<file path="src/sv/smmgt_pkg.sv">
// Shared types, constants and codes of the span min/max gap tracker.
package smmgt_pkg;

  // Field widths fixed by the item format.
  localparam int VAL_W = 32;
  localparam int CNT_W = 11;

  // Default number of entries in the value store.
  localparam int STORE_DEPTH_DEF = 1024;

  // Flipping the sign bit makes unsigned order equal signed order.
  localparam logic [VAL_W-1:0] SIGN_BIAS = 32'h8000_0000;

  // Acceptance status of an item.
  typedef enum logic {
    ADD_STORED = 1'b0,
    ADD_FULL   = 1'b1
  } add_status_t;

  // Validity of the reported spans.
  typedef enum logic [1:0] {
    SPAN_VALID = 2'd0,
    SPAN_NONE  = 2'd1,
    SPAN_ONE   = 2'd2
  } span_status_t;

  // Controller states.
  typedef enum logic [2:0] {
    S_IDLE,
    S_SCAN,
    S_DRAIN,
    S_UPDATE,
    S_RESULT
  } state_t;

  // Commands from the controller to the datapath.
  typedef struct packed {
    logic load;    // capture the new item and clear the scan index
    logic rd;      // read the store at the scan index and advance it
    logic commit;  // write the item into the store, update min, max and count
    logic emit;    // load the output register with the result
  } cmd_t;

  // Status from the datapath to the controller.
  typedef struct packed {
    logic full;       // count has reached the effective capacity
    logic empty;      // no values held
    logic scan_last;  // scan index points at the last held value
    logic out_free;   // output register can take a new result
  } status_t;

endpackage

</file>
<file path="src/sv/smmgt_ctrl.sv">
// Controller state machine of the span min/max gap tracker.
module smmgt_ctrl import smmgt_pkg::*; (
  input  logic    clk,
  input  logic    rst_n,
  input  logic    in_valid,
  output logic    in_ready,
  input  status_t sts,
  output cmd_t    cmd
);

  state_t state_r;
  state_t state_nxt;

  // State register.
  always_ff @(posedge clk) begin
    if (!rst_n) begin
      state_r <= S_IDLE;
    end else begin
      state_r <= state_nxt;
    end
  end

  // Next state.
  always_comb begin
    state_nxt = state_r;
    unique case (state_r)
      S_IDLE: begin
        if (in_valid) begin
          if (sts.full) begin
            state_nxt = S_RESULT;
          end else if (sts.empty) begin
            state_nxt = S_UPDATE;
          end else begin
            state_nxt = S_SCAN;
          end
        end
      end
      S_SCAN: begin
        if (sts.scan_last) begin
          state_nxt = S_DRAIN;
        end
      end
      S_DRAIN: begin
        state_nxt = S_UPDATE;
      end
      S_UPDATE: begin
        state_nxt = S_RESULT;
      end
      S_RESULT: begin
        if (sts.out_free) begin
          state_nxt = S_IDLE;
        end
      end
      default: begin
        state_nxt = S_IDLE;
      end
    endcase
  end

  // Outputs.
  always_comb begin
    in_ready   = 1'b0;
    cmd        = '0;
    unique case (state_r)
      S_IDLE: begin
        in_ready = 1'b1;
        cmd.load = in_valid;
      end
      S_SCAN: begin
        cmd.rd = 1'b1;
      end
      S_DRAIN: begin
        // The last read value is compared in this cycle.
      end
      S_UPDATE: begin
        cmd.commit = 1'b1;
      end
      S_RESULT: begin
        cmd.emit = sts.out_free;
      end
      default: begin
        in_ready = 1'b0;
      end
    endcase
  end

endmodule

</file>
<file path="config.mk">
export PLATFORM = sky130hd
export DESIGN_NAME = smmgt_ctrl
export DESIGN_NICKNAME = d
export VERILOG_FILES = /design/src/sv/smmgt_pkg.sv /design/src/sv/smmgt_ctrl.sv
export SDC_FILE = /design/constraint.sdc
export NUM_CORES = 1
export LEC_CHECK = 0
export ABC_AREA = 1
export BUFFER_PORTS_ARGS = -buffer_cell sky130_fd_sc_hd__buf_2
export CAP_MARGIN = 20
export CELL_PAD_IN_SITES_DETAIL_PLACEMENT = 1
export CELL_PAD_IN_SITES_GLOBAL_PLACEMENT = 1
export CORE_AREA = 2 2 39 41
export CTS_CLUSTER_SIZE = 28
export DETAILED_ROUTE_END_ITERATION = 8
export DIE_AREA = 0 0 41 43
export GPL_ROUTABILITY_DRIVEN = 1
export PLACE_DENSITY = 0.53
export SYNTH_ARGS = -nofsm -noshare
export SYNTH_HDL_FRONTEND = slang
export SYNTH_SLANG_ARGS = --single-unit
</file>
<file path="constraint.sdc">
create_clock -name clk -period 3 [get_ports clk]
set_input_delay 0.3 -clock clk [delete_from_list [all_inputs] [get_ports clk]]
set_output_delay 0.3 -clock clk [all_outputs]
set_load 0.05 [all_outputs]
</file>
* Word-level counts from Yosys, hierarchy flattened
Cells that the tools add are included.
W data, S select, Z words.
** Word-level totals
- Register bits :: 3
- Bits in latches :: 0
- Memory bits (writable) :: 0
- Memory bits (read-only) :: 0
- Input port bits :: 7
- Output and inout port bits :: 5
- Word-level logic and storage cells :: 21
- Memories kept :: 0
** Operators by class
- $add $sub $neg :: 0
- $mul :: 0
- Divide/modulo/power cells :: 0
- $lt $le $gt $ge :: 0
- Equality and inequality tests :: 7
- Shifts and indexed selects :: 0
- Multiplexer cells :: 11
- Bitwise logic cells :: 0
- Reduce and logical (&&, ||, !) cells :: 2
** Operator list (count)
- $pmux W3 S5 :: 1
- $mux W3 :: 4
- $eq A3 B2 Y1 const B :: 2
- $ne A2 B2 Y1 const B :: 3
- $mux W1 :: 5
- $eq A3 B1 Y1 const B :: 1
- $eq A3 B3 Y1 const B :: 1
- $logic_not A3 Y1 :: 1
- $reduce_and A3 Y1 :: 1
- $mux W2 :: 1

* Longest topological paths before layout
Gate-level depths: netlist of run 1.
- Word-level depth :: 4
- Mapped depth :: 7
- Depth with buffers taken out :: 7

* Worst setup path before layout of run 1
No wires, ideal clock.
- Kind :: reg2out
- Start point :: reg state_r[2]
- End point :: out cmd[0] in the netlist's numbering
- Arrival time :: 1.982 ns
- Required time :: 2.700 ns
- Slack :: 0.718 ns
- Stages on the path, launching flop included :: 3
- Path buffers :: 0
- Path through :: dfxtp_1 -> inv_2 -> nor4_1
** RTL lines
- from (decl) :: line smmgt_ctrl.sv:11 : state_t state_r;
- from (signal assigned) :: line smmgt_ctrl.sv:19 : state_r <= state_nxt;
- to (decl) :: line smmgt_ctrl.sv:8 : output cmd_t cmd

==> flow_metrics.tcl, run 1 <==
set metrics [dict create \
    area_growth_syn_to_layout_pct 45.5 \
    cap_violations 0 \
    coreArea_sq_um 1380 \
    p_leak_nw 0.182 \
    top_register "state_r" \
    die-area_sq_um 1760 \
    nets 59 \
    first_iter_violations 0 \
    place_area_sq_um 298 \
    end_kind "output pin" \
    first_global_vias 273 \
    vdd_drop_max_mv 0.256 \
    crit_type "register to output pin" \
    period_minus_slack_ps 1590 \
    max-slew-margin-rel_pct 83.5 \
    cts_tree "done" \
    place_ws_ps 1640 \
    clockRootBuffer "clkbuf_4" \
    min_period_over_period_pct 53.0 \
    grt_setup_unrepaired "no" \
    muxShareOfSynthArea_pct 0 \
    cts_hold_buf 0 \
    yosys_warnings 0 \
    rr_worst_depth 5 \
    wirelength_microns 609 \
    hold_depth 3 \
    slowest_delay_ps 450 \
    diodes 0 \
    antenna_found_initial 0 \
    fin_tns_setup_ps 0 \
    top_regs "state_r (3)" \
    final_antenna_net_count 0 \
    port_buffers 11 \
    drc 0 \
    final_common_cell "buf_2" \
    io_pins 12 \
    cts_buffers 3 \
    die_w_microns 41 \
    vias_per_cell 3.97 \
    cp_max_fo 7 \
    globalplace.congestion 0.677 \
    grt_pass1_wl_mm 1.01 \
    r2r-start "state_r[2]$_SDFFE_PN0P_" \
    layout-drive-gt1-share_pct 39.2 \
    power_density_nw_per_um2 1390 \
    post_cts_resized 0 \
    worst_ep_required_time_ps 2700 \
    wire_per_inst_microns 9.09 \
    path_buf_inv 2 \
    num_rows 14 \
    final_cell_mix "buf_2 (11), nor2_1 (7), nand2_1 (6), inv_1 (6), nand3_1 (4)" \
    status "completed" \
    worst_slew_pin_slew_ps 247 \
    hold_class "primary input to register" \
    fmax_ghz 0.629 \
    grt-ovfl-total 0 \
    synthDistinctLibCells 13 \
    crit_chain "inv_2 -> nor4_1 -> buf_2" \
    p_total_w 0.000451 \
    synth_area_sq_um 223 \
    ys_seq_area_share_pct 27.0 \
    cts_sinks 3 \
    slowest_stage "dfxtp_1" \
    largest_register_ffs 3 \
    min_from "rst_n" \
    synth_top_family_by_area "simple AND/OR/NAND/NOR gates" \
    post_cts_buffers 0 \
    drtPass1Iterations 1 \
    dp_hpwl_microns 532 \
    clk_pin_slew_ps 40 \
    initial_core_util_pct 16.1 \
    setup_violations 0 \
    finClkSkew_ps 1.63 \
    grt_start_max_net_pins 8 \
    htree_levels 1 \
    yosys.area_share.adder_pct 0 \
    synth_compound_area_share_pct 6.18 \
    setup_ws_ps 1410 \
    final_area_sq_um 324 \
    syn_area_per_cell_sq_um 6.19 \
    r2r_end "state_r[2]$_SDFFE_PN0P_" \
    synth-xor-area-share_pct 0 \
    synth_cells 36 \
    min_to "state_r[0]$_SDFFE_PN0P_" \
    die_h_microns 43 \
    cp_top_family "flip-flops" \
    regToRegSetupSlack_ps 1960 \
    ys_seq_elements 3 \
    finalHoldViolations 0 \
    clockBufferDepth 2 \
    final_max_slew_viol_count 0 \
    start_kind "register" \
    synth_nets 43 \
    vias 266 \
    grt_usage_pct 8.63 \
    arrival_ps 1290 \
    yosys.area_share.simple_pct 53.4 \
    clock_latency_ps 230 \
]
layer usage:
layer,track usage [%],up-vias,share of wire [%]
li1,-,145,-
met1,9.29,115,41
met2,13.1,6,53
met3,1.57,0,6.6
met4,8.00,0,0
met5,0,-,0
layout make-up:
class                   count  area, sq um
fillers                   183         1060
repair buffers             11         55.1
multi-input cells          25          133
well taps                  16         20.0
inverters                   8         30.0
clock buffers               4         26.3
flip-flops and latches      3         60.1
power by group:
group / switching (W) / total (W) / leakage (nW) / internal [W]
combinational: 0.000214 / 0.000293 / 0.143 / 0.0000786
clock: 0.0000191 / 0.0000689 / 0.0150 / 0.0000497
sequential: 0.0000305 / 0.0000897 / 0.0248 / 0.0000592
total: 0.000264 / 0.000451 / 0.182 / 0.000188
worst reg2reg max path, cell delays in order (launching register included):
cell     delay [ps]
dfxtp_1         450
inv_2            90
nand3_2         100
nand3_2         120
nor2_1          130
nor2_1           50
cell families after synthesis:
group                  after synthesis
AND/OR/NAND/NOR                     23
AO/OA/AOI/OAI                        2
flip-flops                           3
buffers and inverters                8
per-stage QoR:
step	cells	util [%]	hold WS, ps
floorplan	36	-	420
global placement	63	21.5	557
detailed placement	63	21.5	564
CTS	67	23.4	313
global route	67	23.4	350
finish	67	23.4	321
synthesized netlist by cell type, drive strengths merged:
library cell / n / area [sq um]
inv: 8 / 30.0
nor2: 8 / 32.5
nand2: 6 / 22.5
nand3: 6 / 40.0
dfxtp: 3 / 60.1
a211oi: 1 / 7.51
nor3: 1 / 5.00
nor3b: 1 / 12.5
nor4: 1 / 6.26
o22ai: 1 / 6.26
worst max-delay path by stage:
stage / start / to / slack (ps) / cells after the start
global placement: state_r[2]$_SDFFE_PN0P_ / cmd[0] / 1600 / 3
global route: state_r[2]$_SDFFE_PN0P_ / cmd[0] / 1280 / 3
CTS: state_r[2]$_SDFFE_PN0P_ / cmd[0] / 1380 / 3
floorplan: state_r[2]$_SDFFE_PN0P_ / cmd[0] / 720 / 2
detailed placement: state_r[2]$_SDFFE_PN0P_ / cmd[0] / 1640 / 3
finish: state_r[2]$_SDFFE_PN0P_ / cmd[0] / 1410 / 3
Note: power is estimated with default switching activity, not from simulation.
==> inputs of run 2 (changes only) <==
- PLACE_DENSITY: 0.53 -> 0.55
- clock period: 3 -> 1.4 ns (I/O delays scaled with it)
==> run 2 against run 1 <==
  * Power grew 140%
  * Final area grew 12%
  * Largest cell class unchanged
  * Die area is the same
  * Clock power grew 130%
  * Critical path type unchanged
  * Global-route usage grew 1.0 points
  * Clock skew grew 2.0 ps
==> flow_metrics.tcl, run 2 (synthesized netlist as in run 1, its figures left out) <==
set metrics [dict create \
    dp_hpwl_microns 525 \
    wire_per_inst_microns 9.60 \
    period_minus_slack_ps 1310 \
    cp_max_fo 7 \
    pwr-share-seq_pct 19.4 \
    clk_pin_slew_ps 40 \
    final_max_slew_viol_count 0 \
    clock_latency_ps 240 \
    p_sw_w 0.000613 \
    final_antenna_net_count 0 \
    coreArea_sq_um 1380 \
    grt_usage_pct 9.63 \
    start_kind "register" \
    io_pins 12 \
    worst_slew_pin_slew_ps 259 \
    grt_start_max_net_pins 8 \
    final_cell_mix "nor2_1 (7), buf_2 (7), nand2_1 (6), inv_1 (6), clkbuf_4 (5)" \
    wirelength_microns 653 \
    finalNonFillerCells 68 \
    num_rows 14 \
    status "completed" \
    cts_tree "done" \
    die-area_sq_um 1760 \
    htree_levels 1 \
    layout-drive-gt1-share_pct 46.2 \
    cap_violations 0 \
    place_ws_ps 194 \
    top_register "state_r" \
    first_iter_violations 1 \
    crit_type "register to output pin" \
    drc 0 \
    first_global_vias 266 \
    vias_per_cell 4.01 \
    dp.cells 63 \
    p_leak_nw 0.194 \
    fin_tns_setup_ps 0 \
    finClkSkew_ps 3.65 \
    vdd_drop_max_mv 0.534 \
    initial_core_util_pct 16.1 \
    worst_ep_required_time_ps 1260 \
    antenna_found_initial 0 \
    clockBufferDepth 2 \
    nets 60 \
    pwr-share-clk_pct 14.4 \
    vias 273 \
    p_comb_share_pct 66.2 \
    arrival_ps 1170 \
    cts_buffers 3 \
    min_period_over_period_pct 93.7 \
    hold_class "primary input to register" \
    finalHoldViolations 0 \
    setup_violations 0 \
    die_h_microns 43 \
    fmax_ghz 0.763 \
    largest_register_ffs 3 \
    port_buffers 11 \
    p_total_w 0.00109 \
    globalplace.congestion 0.707 \
    setup_ws_ps 88.6 \
    sw_frac_of_total_pct 56.2 \
    intPower_w 0.000478 \
    fill_cells 176 \
    grt_setup_unrepaired "no" \
    clockRootBuffer "clkbuf_4" \
    top_regs "state_r (3)" \
    drtPass1Iterations 2 \
    area_growth_syn_to_layout_pct 62.9 \
    diodes 0 \
    max-slew-margin-rel_pct 82.7 \
    die_w_microns 41 \
    cts_sinks 3 \
    grt-ovfl-total 0 \
    end_kind "output pin" \
    power_density_nw_per_um2 3010 \
    grt_pass1_wl_mm 1.07 \
]
==> run 2: repair_timing <==
| action | 4_1_cts | 5_1_grt |
|---|---|---|
| endpoints found under the hold margin | 0 | 0 |
| endpoints found under the setup margin | 2 | 2 |
| hold buffers | 0 | 0 |
| pin swaps | 0 | 1 |
| setup buffers | 0 | 1 |
| resized for setup | 3 | 4 |
==> run 2: path summary, 6_finish.rpt <==
| check | end | slack, ps | depth (start not counted) | from |
|---|---|---|---|---|
| worst max-delay path | cmd[0] | 90 | 3 | state_r[2]$_SDFFE_PN0P_ |
| worst min register to register | state_r[0]$_SDFFE_PN0P_ | 650 | 4 | state_r[0]$_SDFFE_PN0P_ |
| worst min-delay path | state_r[0]$_SDFFE_PN0P_ | 150 | 3 | rst_n |
| worst max register to register | state_r[2]$_SDFFE_PN0P_ | 280 | 6 | state_r[1]$_SDFFE_PN0P_ |
==> run 2: layout make-up <==
class	instances	area [sq um]	area share [%]
flip-flops and latches	3	61.3	16.9
multi-input cells	25	149	41.0
inverters	8	30.0	8.28
well taps	16	20.0	5.52
repair buffers	12	76.3	21.0
clock buffers	4	26.3	7.24
==> run 2: power groups by stage <==
| stage | logic [W] | clock network, W | registers [W] |
|---|---|---|---|
| after global routing | 0.000793 | 0.000166 | 0.000220 |
| after global placement | 0.000646 | 0 | 0.000203 |
| final | 0.000722 | 0.000157 | 0.000212 |
| after CTS | 0.000661 | 0.000161 | 0.000204 |
| after detailed placement | 0.000646 | 0 | 0.000202 |
| after floorplan | 0.000527 | 0 | 0.000187 |
==> run 2: critical path, cell delays in order (launching register included) <==
cell     delay, ps
dfxtp_2        400
inv_2           80
nor4_2         220
buf_4          240
==> run 2: through the flow <==
stage,hold slack [ps],cell area (sq um),utilization (%)
6_report,153,363,26.2
5_1_grt,176,363,26.2
4_1_cts,150,342,24.7
3_5_place_dp,399,309,22.3
3_3_place_gp,402,309,22.3
2_1_floorplan,260,234,-
==> run 2: routing by layer <==
layer | wire (microns) | global-route usage [%]
met1 | 291 | 9.94
met2 | 314 | 13.8
met3 | 26 | 3.14
met4 | 21 | 10.0
met5 | 0 | 0
